--- config.mk ---
export PLATFORM = sky130hd
export DESIGN_NAME = autofocus_hill_climb_controller_flat
export DESIGN_NICKNAME = d
export VERILOG_FILES = /design/src/rtl/core/afhc_pkg.sv /design/src/rtl/core/afhc_if.sv /design/src/rtl/core/afhc_climb.sv /design/src/rtl/core/autofocus_hill_climb_controller.sv /design/src/flat_wrapper.sv
export SDC_FILE = /design/constraint.sdc
export NUM_CORES = 2
export LEC_CHECK = 0
export BUFFER_PORTS_ARGS = -buffer_cell sky130_fd_sc_hd__clkbuf_2
export CAP_MARGIN = 30
export CORE_ASPECT_RATIO = 1.1
export CORE_UTILIZATION = 35
export CTS_BUF_LIST = sky130_fd_sc_hd__clkbuf_16
export DETAILED_ROUTE_END_ITERATION = 12
export GPL_ROUTABILITY_DRIVEN = 0
export HOLD_SLACK_MARGIN = 0.03
export PLACE_DENSITY = 0.54
export SYNTH_ARGS = -nofsm -noshare
export SYNTH_HDL_FRONTEND = slang
export SYNTH_SLANG_ARGS = --single-unit
--- constraint.sdc ---
create_clock -name clk -period 16.88 [get_ports clk]
set_clock_uncertainty 0.1 [all_clocks]
set_input_delay 3.376 -clock clk [delete_from_list [all_inputs] [get_ports clk]]
set_output_delay 3.376 -clock clk [all_outputs]
set_load 0.005 [all_outputs]
--- src/rtl/core/afhc_pkg.sv ---
// ----------------------------------------------------------------------------
// afhc_pkg: shared types and constants of the autofocus hill climb controller
// Register codes, search phases, counter milestones and reset values of the
// configuration registers.
// ----------------------------------------------------------------------------
`default_nettype none

package afhc_pkg;

	// default payload widths
	localparam int Z_WIDTH_DEF     = 32;
	localparam int VALUE_WIDTH_DEF = 32;

	// configuration port
	localparam int CFG_WIDTH       = 32;
	localparam int CFG_INDEX_WIDTH = 2;
	localparam int STEP_WIDTH      = 31;
	localparam int LIMIT_WIDTH     = 32;

	typedef enum logic [CFG_INDEX_WIDTH-1:0] {
		CFG_INITIAL_STEP   = 2'd0,
		CFG_DEFOCUS_LIMIT  = 2'd1,
		CFG_FINE_THRESHOLD = 2'd2
	} cfg_index_t;

	localparam logic [STEP_WIDTH-1:0]         INITIAL_STEP_RST   = 31'd76800;
	localparam logic signed [LIMIT_WIDTH-1:0] DEFOCUS_LIMIT_RST  = 32'sd0;
	localparam logic [STEP_WIDTH-1:0]         FINE_THRESHOLD_RST = 31'd51200;

	// samples since restart, saturating
	localparam int COUNT_WIDTH = 4;
	localparam logic [COUNT_WIDTH-1:0] CNT_DEFOCUS = 4'd0;
	localparam logic [COUNT_WIDTH-1:0] CNT_LAST_UP = 4'd6;
	localparam logic [COUNT_WIDTH-1:0] CNT_PEAK    = 4'd7;
	localparam logic [COUNT_WIDTH-1:0] CNT_BACK    = 4'd8;
	localparam logic [COUNT_WIDTH-1:0] CNT_SAT     = 4'd10;

	// floor(x/3) = (x * RECIP) >> SHIFT for any x below 2^32
	localparam logic [31:0] DIV3_RECIP = 32'hAAAA_AAAB;
	localparam int          DIV3_SHIFT = 33;

	typedef enum logic [1:0] {
		PH_COARSE     = 2'd0,
		PH_FIRST_FINE = 2'd1,
		PH_FINE       = 2'd2
	} phase_t;

	// decision of one coarse climb step on the sample window
	typedef struct packed {
		logic at_peak;    // middle Z at least as sharp as both others: go to midpoint
		logic move_down;  // highest Z not sharper than lowest: step back
	} climb_t;

endpackage

`default_nettype wire

--- src/rtl/core/afhc_if.sv ---
// ----------------------------------------------------------------------------
// afhc_if: handshake channels of the autofocus hill climb controller
// Sample channel (one focus measurement) and move channel (one stage order).
// ----------------------------------------------------------------------------
`default_nettype none

interface afhc_sample_if #(
	parameter int Z_WIDTH     = 32,
	parameter int VALUE_WIDTH = 32
);
	logic                          valid;
	logic                          ready;
	logic                          first;
	logic signed [Z_WIDTH-1:0]     z_position;
	logic        [VALUE_WIDTH-1:0] focus_value;

	modport source (output valid, first, z_position, focus_value, input ready);
	modport sink   (input valid, first, z_position, focus_value, output ready);
endinterface

interface afhc_move_if #(
	parameter int Z_WIDTH = 32
);
	logic                      valid;
	logic                      ready;
	logic                      move_absolute;
	logic signed [Z_WIDTH-1:0] move_amount;
	logic                      finished;

	modport source (output valid, move_absolute, move_amount, finished, input ready);
	modport sink   (input valid, move_absolute, move_amount, finished, output ready);
endinterface

`default_nettype wire

--- src/rtl/core/afhc_climb.sv ---
// ----------------------------------------------------------------------------
// afhc_climb: coarse climb decision
// Sorts the three window samples by Z, then tells whether the middle one is
// the sharpest (with the floor midpoint of the two lowest Z) or which way
// to step.
// ----------------------------------------------------------------------------
`default_nettype none

module afhc_climb import afhc_pkg::*; #(
	parameter int Z_WIDTH     = Z_WIDTH_DEF,
	parameter int VALUE_WIDTH = VALUE_WIDTH_DEF
) (
	input  logic signed [Z_WIDTH-1:0]     z0,
	input  logic signed [Z_WIDTH-1:0]     z1,
	input  logic signed [Z_WIDTH-1:0]     z2,
	input  logic        [VALUE_WIDTH-1:0] v0,
	input  logic        [VALUE_WIDTH-1:0] v1,
	input  logic        [VALUE_WIDTH-1:0] v2,
	output climb_t                        decision,
	output logic signed [Z_WIDTH-1:0]     midpoint
);

	logic                          b_lp, b_lpp, b_ppp;
	logic [1:0]                    mn, md, mx;
	logic signed [Z_WIDTH-1:0]     z_mn, z_md;
	logic        [VALUE_WIDTH-1:0] v_mn, v_md, v_mx;
	logic signed [Z_WIDTH:0]       z_sum;

	// order the window by Z (index 2 newest, 0 oldest)
	always_comb begin
		b_lp  = z1 > z2;
		b_lpp = z0 > z2;
		b_ppp = z0 > z1;
		if (b_lp && b_lpp) begin
			mn = 2'd2;
			if (b_ppp) begin
				mx = 2'd0; md = 2'd1;
			end else begin
				mx = 2'd1; md = 2'd0;
			end
		end else if (b_ppp) begin
			mn = 2'd1;
			if (b_lpp) begin
				mx = 2'd0; md = 2'd2;
			end else begin
				mx = 2'd2; md = 2'd0;
			end
		end else begin
			mn = 2'd0;
			if (b_lp) begin
				mx = 2'd1; md = 2'd2;
			end else begin
				mx = 2'd2; md = 2'd1;
			end
		end
	end

	// pick the sorted samples
	always_comb begin
		case (mn)
			2'd0:    begin z_mn = z0; v_mn = v0; end
			2'd1:    begin z_mn = z1; v_mn = v1; end
			default: begin z_mn = z2; v_mn = v2; end
		endcase
		case (md)
			2'd0:    begin z_md = z0; v_md = v0; end
			2'd1:    begin z_md = z1; v_md = v1; end
			default: begin z_md = z2; v_md = v2; end
		endcase
		case (mx)
			2'd0:    v_mx = v0;
			2'd1:    v_mx = v1;
			default: v_mx = v2;
		endcase
	end

	// decide and form the floor midpoint
	always_comb begin
		decision.at_peak   = !(v_mn > v_md) && !(v_mx > v_md);
		decision.move_down = !(v_mx > v_mn);
		z_sum    = (Z_WIDTH+1)'(z_mn) + (Z_WIDTH+1)'(z_md);
		midpoint = z_sum[Z_WIDTH:1];
	end

endmodule

`default_nettype wire

--- src/rtl/core/autofocus_hill_climb_controller.sv ---
// ----------------------------------------------------------------------------
// autofocus_hill_climb_controller: hill climbing autofocus sequencer
// Takes one focus sample per word and answers one Z stage move order:
// coarse scan, climb on the last three samples, quarter-step fine scan.
//
//   channel  dir  handshake     word
//   sample   in   valid/ready   first, z_position, focus_value
//   move     out  valid/ready   move_absolute, move_amount, finished
//   cfg      in   cfg_we        cfg_index, cfg_data (no read-back)
//
// One sample per cycle unless a move word stalls; it goes input register, then result register.
// The search state is updated in the same cycle the sample leaves the input
// register, so the next sample sees it at once.
// A stalled move word holds in the result register while one more sample
// waits in the input register; sample ready drops only then.
// arst_n clears the search state and loads the register defaults.
// ----------------------------------------------------------------------------
`default_nettype none

module autofocus_hill_climb_controller import afhc_pkg::*; #(
	parameter int Z_WIDTH     = Z_WIDTH_DEF,
	parameter int VALUE_WIDTH = VALUE_WIDTH_DEF
) (
	input  logic                       clk,
	input  logic                       arst_n,
	input  logic                       cfg_we,
	input  logic [CFG_INDEX_WIDTH-1:0] cfg_index,
	input  logic [CFG_WIDTH-1:0]       cfg_data,
	afhc_sample_if.sink                sample,
	afhc_move_if.source                move
);

	// working width: holds Z, three steps and the limit with margin
	localparam int AW = ((Z_WIDTH > LIMIT_WIDTH) ? Z_WIDTH : LIMIT_WIDTH) + 4;

	// configuration registers
	logic        [STEP_WIDTH-1:0]  init_step_q;
	logic signed [LIMIT_WIDTH-1:0] defocus_q;
	logic        [STEP_WIDTH-1:0]  fine_thr_q;

	// input register
	logic                          valid_s1;
	logic                          first_s1;
	logic signed [Z_WIDTH-1:0]     z_s1;
	logic        [VALUE_WIDTH-1:0] value_s1;

	// result register
	logic                      valid_s2;
	logic                      abs_s2;
	logic signed [Z_WIDTH-1:0] amount_s2;
	logic                      fin_s2;

	// search state
	logic [COUNT_WIDTH-1:0]        count_q, count_nxt, count_eff;
	logic [STEP_WIDTH-1:0]         step_q, step_nxt, step_eff;
	phase_t                        phase_q, phase_nxt, phase_eff;
	logic signed [Z_WIDTH-1:0]     best_z_q, best_z_nxt, best_z_eff;
	logic [VALUE_WIDTH-1:0]        best_val_q, best_val_nxt, best_val_eff;
	logic signed [Z_WIDTH-1:0]     win_z_q [3];
	logic signed [Z_WIDTH-1:0]     win_z_nxt [3];
	logic signed [Z_WIDTH-1:0]     win_z_eff [3];
	logic [VALUE_WIDTH-1:0]        win_val_q [3];
	logic [VALUE_WIDTH-1:0]        win_val_nxt [3];
	logic [VALUE_WIDTH-1:0]        win_val_eff [3];
	logic                          done_q, done_nxt, done_eff;

	// datapath
	logic                          advance, take_s1;
	logic                          best_hit;
	logic signed [Z_WIDTH-1:0]     best_z_new;
	logic [VALUE_WIDTH-1:0]        best_val_new;
	logic signed [Z_WIDTH-1:0]     pw_z [3];
	logic [VALUE_WIDTH-1:0]        pw_val [3];
	logic [STEP_WIDTH+31:0]        div3_prod;
	logic [STEP_WIDTH-1:0]         step_div3;
	logic [STEP_WIDTH-1:0]         step_quarter;
	logic signed [AW-1:0]          z_w, st_w, st3_w, div3_w, quarter_w, limit_w, target_w;
	climb_t                        climb;
	logic signed [Z_WIDTH-1:0]     mid_z;
	logic                          res_abs, res_fin;
	logic signed [AW-1:0]          res_amount;
	logic signed [Z_WIDTH-1:0]     res_amount_sat;

	function automatic logic signed [Z_WIDTH-1:0] sat_z(input logic signed [AW-1:0] v);
		logic [AW-Z_WIDTH:0] hi;
		begin
			hi = v[AW-1:Z_WIDTH-1];
			if ((&hi) || !(|hi)) begin
				sat_z = v[Z_WIDTH-1:0];
			end else if (v[AW-1]) begin
				sat_z = {1'b1, {(Z_WIDTH-1){1'b0}}};
			end else begin
				sat_z = {1'b0, {(Z_WIDTH-1){1'b1}}};
			end
		end
	endfunction

	// handshake: move the input word on when the result register frees up
	assign advance      = !valid_s2 || move.ready;
	assign take_s1      = valid_s1 && advance;
	assign sample.ready = !valid_s1 || advance;

	// configuration writes
	always_ff @(posedge clk or negedge arst_n) begin
		if (!arst_n) begin
			init_step_q <= INITIAL_STEP_RST;
			defocus_q   <= DEFOCUS_LIMIT_RST;
			fine_thr_q  <= FINE_THRESHOLD_RST;
		end else if (cfg_we) begin
			case (cfg_index_t'(cfg_index))
				CFG_INITIAL_STEP:   init_step_q <= cfg_data[STEP_WIDTH-1:0];
				CFG_DEFOCUS_LIMIT:  defocus_q   <= signed'(cfg_data[LIMIT_WIDTH-1:0]);
				CFG_FINE_THRESHOLD: fine_thr_q  <= cfg_data[STEP_WIDTH-1:0];
				default: ;
			endcase
		end
	end

	// input register
	always_ff @(posedge clk or negedge arst_n) begin
		if (!arst_n) begin
			valid_s1 <= 1'b0;
		end else if (sample.valid && sample.ready) begin
			valid_s1 <= 1'b1;
		end else if (advance) begin
			valid_s1 <= 1'b0;
		end
	end

	always_ff @(posedge clk) begin
		if (sample.valid && sample.ready) begin
			first_s1 <= sample.first;
			z_s1     <= sample.z_position;
			value_s1 <= sample.focus_value;
		end
	end

	// restart view: a first sample sees cleared state and the initial step
	always_comb begin
		count_eff    = first_s1 ? '0 : count_q;
		step_eff     = first_s1 ? init_step_q : step_q;
		phase_eff    = first_s1 ? PH_COARSE : phase_q;
		best_z_eff   = first_s1 ? '0 : best_z_q;
		best_val_eff = first_s1 ? '0 : best_val_q;
		done_eff     = first_s1 ? 1'b0 : done_q;
		for (int i = 0; i < 3; i++) begin
			win_z_eff[i]   = first_s1 ? '0 : win_z_q[i];
			win_val_eff[i] = first_s1 ? '0 : win_val_q[i];
		end
	end

	// push the new sample, track the first maximum of the coarse scan
	always_comb begin
		pw_z[0]   = win_z_eff[1];
		pw_z[1]   = win_z_eff[2];
		pw_z[2]   = z_s1;
		pw_val[0] = win_val_eff[1];
		pw_val[1] = win_val_eff[2];
		pw_val[2] = value_s1;
		best_hit  = (count_eff <= CNT_PEAK) &&
			((count_eff == CNT_DEFOCUS) || (value_s1 > best_val_eff));
		best_z_new   = best_hit ? z_s1 : best_z_eff;
		best_val_new = best_hit ? value_s1 : best_val_eff;
	end

	// step arithmetic
	always_comb begin
		div3_prod    = (STEP_WIDTH+32)'(step_eff) * (STEP_WIDTH+32)'(DIV3_RECIP);
		step_div3    = STEP_WIDTH'(div3_prod >> DIV3_SHIFT);
		step_quarter = step_eff >> 2;
		z_w       = AW'(z_s1);
		st_w      = signed'(AW'(step_eff));
		st3_w     = st_w + (st_w <<< 1);
		div3_w    = signed'(AW'(step_div3));
		quarter_w = signed'(AW'(step_quarter));
		limit_w   = AW'(defocus_q);
		target_w  = z_w + st3_w;
	end

	afhc_climb #(
		.Z_WIDTH     (Z_WIDTH),
		.VALUE_WIDTH (VALUE_WIDTH)
	) u_climb (
		.z0       (pw_z[0]),
		.z1       (pw_z[1]),
		.z2       (pw_z[2]),
		.v0       (pw_val[0]),
		.v1       (pw_val[1]),
		.v2       (pw_val[2]),
		.decision (climb),
		.midpoint (mid_z)
	);

	// next search state
	always_comb begin
		count_nxt    = count_q;
		step_nxt     = step_q;
		phase_nxt    = phase_q;
		best_z_nxt   = best_z_q;
		best_val_nxt = best_val_q;
		done_nxt     = done_q;
		win_z_nxt    = win_z_q;
		win_val_nxt  = win_val_q;
		if (take_s1 && !done_eff) begin
			count_nxt    = (count_eff < CNT_SAT) ? count_eff + 1'b1 : count_eff;
			step_nxt     = step_eff;
			phase_nxt    = phase_eff;
			best_z_nxt   = best_z_new;
			best_val_nxt = best_val_new;
			done_nxt     = 1'b0;
			win_z_nxt    = pw_z;
			win_val_nxt  = pw_val;
			if (count_eff == CNT_PEAK) begin
				// the maximum joins the window as a pseudo sample
				win_z_nxt[0]   = pw_z[1];
				win_z_nxt[1]   = pw_z[2];
				win_z_nxt[2]   = best_z_new;
				win_val_nxt[0] = pw_val[1];
				win_val_nxt[1] = pw_val[2];
				win_val_nxt[2] = best_val_new;
				step_nxt       = step_div3;
			end else if (count_eff > CNT_BACK) begin
				if (phase_eff == PH_COARSE) begin
					if (climb.at_peak) begin
						if (step_eff < fine_thr_q) begin
							phase_nxt = PH_FIRST_FINE;
						end else begin
							step_nxt = step_div3;
						end
					end
				end else begin
					if (phase_eff != PH_FIRST_FINE && pw_val[2] < pw_val[1]) begin
						done_nxt = 1'b1;
					end
					phase_nxt = PH_FINE;
				end
			end
		end
	end

	// move order for this sample
	always_comb begin
		res_abs    = 1'b0;
		res_amount = '0;
		res_fin    = 1'b0;
		if (done_eff) begin
			res_fin = 1'b1;
		end else if (count_eff == CNT_DEFOCUS) begin
			if (target_w > limit_w) begin
				res_abs    = 1'b1;
				res_amount = limit_w;
			end else begin
				res_amount = st3_w;
			end
		end else if (count_eff <= CNT_LAST_UP) begin
			res_amount = -st_w;
		end else if (count_eff == CNT_PEAK) begin
			res_abs    = 1'b1;
			res_amount = AW'(best_z_new) + div3_w;
		end else if (count_eff == CNT_BACK) begin
			res_abs    = 1'b1;
			res_amount = z_w - (st_w <<< 1);
		end else if (phase_eff == PH_COARSE) begin
			if (climb.at_peak) begin
				res_abs    = 1'b1;
				res_amount = AW'(mid_z);
			end else if (climb.move_down) begin
				res_amount = -st_w;
			end else begin
				res_amount = st_w;
			end
		end else begin
			if (phase_eff != PH_FIRST_FINE && pw_val[2] < pw_val[1]) begin
				res_amount = -quarter_w;
				res_fin    = 1'b1;
			end else begin
				res_amount = quarter_w;
			end
		end
		res_amount_sat = sat_z(res_amount);
	end

	// hold the search state
	always_ff @(posedge clk or negedge arst_n) begin
		if (!arst_n) begin
			count_q    <= '0;
			step_q     <= '0;
			phase_q    <= PH_COARSE;
			best_z_q   <= '0;
			best_val_q <= '0;
			done_q     <= 1'b0;
			for (int i = 0; i < 3; i++) begin
				win_z_q[i]   <= '0;
				win_val_q[i] <= '0;
			end
		end else begin
			count_q    <= count_nxt;
			step_q     <= step_nxt;
			phase_q    <= phase_nxt;
			best_z_q   <= best_z_nxt;
			best_val_q <= best_val_nxt;
			done_q     <= done_nxt;
			win_z_q    <= win_z_nxt;
			win_val_q  <= win_val_nxt;
		end
	end

	// result register
	always_ff @(posedge clk or negedge arst_n) begin
		if (!arst_n) begin
			valid_s2 <= 1'b0;
		end else if (advance) begin
			valid_s2 <= valid_s1;
		end
	end

	always_ff @(posedge clk) begin
		if (take_s1) begin
			abs_s2    <= res_abs;
			amount_s2 <= res_amount_sat;
			fin_s2    <= res_fin;
		end
	end

	assign move.valid         = valid_s2;
	assign move.move_absolute = abs_s2;
	assign move.move_amount   = amount_s2;
	assign move.finished      = fin_s2;

endmodule

`default_nettype wire

--- src/flat_wrapper.sv ---
// flat-port wrapper written by rule: the top's interface ports become plain ports
module autofocus_hill_climb_controller_flat import afhc_pkg::*;
#(
	parameter int Z_WIDTH     = Z_WIDTH_DEF,
	parameter int VALUE_WIDTH = VALUE_WIDTH_DEF
)
  (clk, arst_n, cfg_we, cfg_index, cfg_data, sample_valid, sample_first, sample_z_position, sample_focus_value, sample_ready, move_valid, move_move_absolute, move_move_amount, move_finished, move_ready);
  afhc_sample_if #(.Z_WIDTH(Z_WIDTH), .VALUE_WIDTH(VALUE_WIDTH)) sample_i ();
  afhc_move_if #(.Z_WIDTH(Z_WIDTH)) move_i ();
  input  logic clk;
  input  logic arst_n;
  input  logic cfg_we;
  input  logic [CFG_INDEX_WIDTH-1:0] cfg_index;
  input  logic [CFG_WIDTH-1:0] cfg_data;
  input wire logic [$bits(sample_i.valid)-1:0] sample_valid;
  input wire logic [$bits(sample_i.first)-1:0] sample_first;
  input wire logic [$bits(sample_i.z_position)-1:0] sample_z_position;
  input wire logic [$bits(sample_i.focus_value)-1:0] sample_focus_value;
  output wire logic [$bits(sample_i.ready)-1:0] sample_ready;
  output wire logic [$bits(move_i.valid)-1:0] move_valid;
  output wire logic [$bits(move_i.move_absolute)-1:0] move_move_absolute;
  output wire logic [$bits(move_i.move_amount)-1:0] move_move_amount;
  output wire logic [$bits(move_i.finished)-1:0] move_finished;
  input wire logic [$bits(move_i.ready)-1:0] move_ready;
  assign sample_i.valid = sample_valid;
  assign sample_i.first = sample_first;
  assign sample_i.z_position = sample_z_position;
  assign sample_i.focus_value = sample_focus_value;
  assign sample_ready = sample_i.ready;
  assign move_valid = move_i.valid;
  assign move_move_absolute = move_i.move_absolute;
  assign move_move_amount = move_i.move_amount;
  assign move_finished = move_i.finished;
  assign move_i.ready = move_ready;
  autofocus_hill_climb_controller #(.Z_WIDTH(Z_WIDTH), .VALUE_WIDTH(VALUE_WIDTH)) u_core (.clk(clk), .arst_n(arst_n), .cfg_we(cfg_we), .cfg_index(cfg_index), .cfg_data(cfg_data), .sample(sample_i), .move(move_i));
endmodule
==> results.toml <==
[floorplanning]
row_count = 146
pin_count = 140
start_util_pct = 35.26
dieWidth_um = 364.9
dieArea_um2 = 146400
coreArea_um2 = 143800
die_y_um = 401.1

[global_routing]
grt_max_degree = 120
grt_pass1_vias = 43890
grt_usage_pct = 24.35
grt_pass1_wl_mm = 271.9
top_usage_layer = "met2"
met1_usage_pct = 31.13
overflow = 0
antenna_found_initial = 4
use_met3_pct = 3.330
grtUsageMet2_pct = 40.61

[detailed_routing]
first_pass_iters = 6
drt_first_iter_violations = 3376
routed_via_density = 5.537
final_antenna_net_count = 0
drc = 0
routedWlPerCell_um = 22.52
finalWirelength_mm = 179.8
via_count = 44210

[place]
port_buffers = 139
placedInstanceArea_um2 = 53670
post-dp-hpwl_mm = 141.8

[yosys]
yosys.area.top_type_share_pct = 19.18
synth_most_common_cell = "ha_1"
syn_avg_cell_area_um2 = 8.491
yosysSeqAreaShare_pct = 21.98
yosys_register_bits = 425
synthTopCellsByArea = "ha_1 19%, dfrtp_1 16%, fa_1 9.8%"
async_reset_ff_share_pct = 76.71
syn_nets = 7099
ys_warn_count = 0
netlist_area_um2 = 50690
synth.distinct_cells = 93
synth-edff-count = 99
synth.largest_area_cell = "ha_1"
synthesis.instances = 5970
synth_commonest_cells = "777 x ha_1, 642 x inv_1, 634 x nand2_1"
synth-main-ff-cell = "dfrtp_1"

[clock_network]
numCtsBuffers = 57
clk_pin_slew_worst_paths_ps = 70
postCtsSetupRepairBufs = 0
cts.path.max_buffers = 3
clk_latency_ps = 700
ctsHoldBuffers = 0
cts-root-buf = "clkbuf_16"
cts_resized = 0
cts.sinks = 425
htree_num_levels = 2
tritoncts = "yes"

[layout]
drive_above_1_share_pct = 8.104
final_util_pct = 38.66
fill_cells = 14770
fin_area_um2 = 55580
regArea_um2 = 11140
multiInputGateArea_um2 = 36310
area_growth_pct = 9.654
final_nets = 7141

[timing]
slew-limit-headroom_pct = 25.48
final_max_slew_viol_count = 0
tns_ps = 0
period_minus_slack_ps = 13890
timing.final.crit_share_pct = 82.28
setup_viol = 0
worst_slew_pin_slew_ps = 1106
hold_viol = 0
fmax_mhz = 72.00
rsz0062_at_grt = "no"

[worst_setup_path]
crit_path_start_kind = "flop"
crit_path_top_delay_cell = "mux2i_1"
path_max_fanout = 34
crit_type = "flop to flop"
reg2reg_slack_ps = 2990
cp-end-kind = "flop"
worst-endpoint-required_ps = 17180
path_common_cell = "fa_1"
cp_slowest_stage_delay_ps = 760
arrival_ps = 14190

[min_path]
hold_path_class = "flop to flop"

[job]
maxCapViolCount = 0

[outcome]
status = "complete, no violations"
==> logic make-up (layout without fill, tap and decap cells) <==
logic type	Yosys count	after routing	share of synthesized area [%]
AOI/OAI and AO/OA	1621	1621	19.76
xor gates and xnor gates	246	246	4.251
and+or+nand+nor	1525	1525	13.29
other	0	2	0
adders and majority gates	1025	1025	28.97
DFF	425	425	21.98
buffers and inverters	884	973	6.603
muxes	244	244	5.144
==> worst max-delay path, delay by kind of cell (launching register included) <==
| family | cells | cell delay (ps) |
|---|---|---|
| muxes | 1 | 760 |
| DFF | 1 | 530 |
| adders and majority gates | 10 | 4740 |
| AOI/OAI and AO/OA | 16 | 4210 |
| and+or+nand+nor | 6 | 860 |
| xor gates and xnor gates | 2 | 400 |
| buffers and inverters | 9 | 1970 |
==> cells in the final DEF, fill, tap and decap left out, types with 43 or more instances in the layout <==
| cell | instances |
|---|---|
| nor2_1 | 455 |
| xor2_1 | 59 |
| a21oi_1 | 518 |
| nor3_1 | 55 |
| o22ai_1 | 51 |
| buf_4 | 75 |
| nor2b_1 | 46 |
| a31oi_1 | 62 |
| a211oi_1 | 60 |
| fa_1 | 248 |
| nand2_1 | 630 |
| clkbuf_16 | 62 |
| mux2i_1 | 114 |
| clkbuf_2 | 138 |
| nand4_1 | 70 |
| o21ai_0 | 445 |
| ha_1 | 777 |
| edfxtp_1 | 99 |
| dfrtp_1 | 319 |
| nand3_1 | 79 |
| inv_1 | 655 |
| nand2b_1 | 43 |
| mux2_2 | 128 |
| a21o_1 | 124 |
| xnor2_1 | 187 |
==> layer usage <==
metal | wire, µm | vias up
met2 | 84100 | 1323
met3 | 10270 | 349
met1 | 76430 | 21460
met4 | 9031 | 2
met5 | 13 | -
li1 | - | 21080
==> through the flow <==
step,worst slack (ps),hold WS (ps),instances
3_3_place_gp,2856,360.8,7872
3_5_place_dp,3045,369.1,7876
2_1_floorplan,4428,342.2,5970
5_1_grt,2339,396.0,7983
6_report,2991,379.8,7985
4_1_cts,3073,382.6,7982
==> final timing paths <==
kind,from,to,depth (start not counted)
hold reg to reg,u_core.win_z_q[15]$_DFFE_PN0P_,u_core.win_z_q[15]$_DFFE_PN0P_,2
max in group asynchronous,arst_n,u_core.fine_thr_q[23]$_DFFE_PN0P_,3
setup reg to reg,u_core.first_s1$_DFFE_PP_,u_core.move.move_amount[24]$_DFFE_PP_,44
hold / removal,u_core.win_z_q[15]$_DFFE_PN0P_,u_core.win_z_q[15]$_DFFE_PN0P_,2
min in group asynchronous,arst_n,u_core.best_val_q[11]$_DFFE_PN0P_,1
setup / recovery,u_core.first_s1$_DFFE_PP_,u_core.move.move_amount[24]$_DFFE_PP_,44
==> final cells by class <==
class | instances | share of cell area (%)
clock inverters | 44 | 0.5898
repair buffers | 220 | 2.523
clock buffers | 62 | 2.791
flip-flops and latches | 425 | 20.04
diodes | 2 | 0.009004
well taps | 1924 | 4.331
multi-input cells | 4661 | 65.34
inverters | 647 | 4.378
==> flip-flops by register name, indices dropped and copies added (netlist names), 2 cells and up <==
signal,flops
u_core.best_z_q,32
u_core.step_q,31
u_core.z_s1,32
u_core.fine_thr_q,31
u_core.init_step_q,31
u_core.move.move_amount,32
u_core.best_val_q,32
u_core.win_val_q,64
u_core.defocus_q,32
u_core.value_s1,32
u_core.win_z_q,64
u_core.phase_q,2
u_core.count_q,4
Power is not shown: default switching activity piles up to over one toggle a cycle in this logic, so the estimate is an artifact.
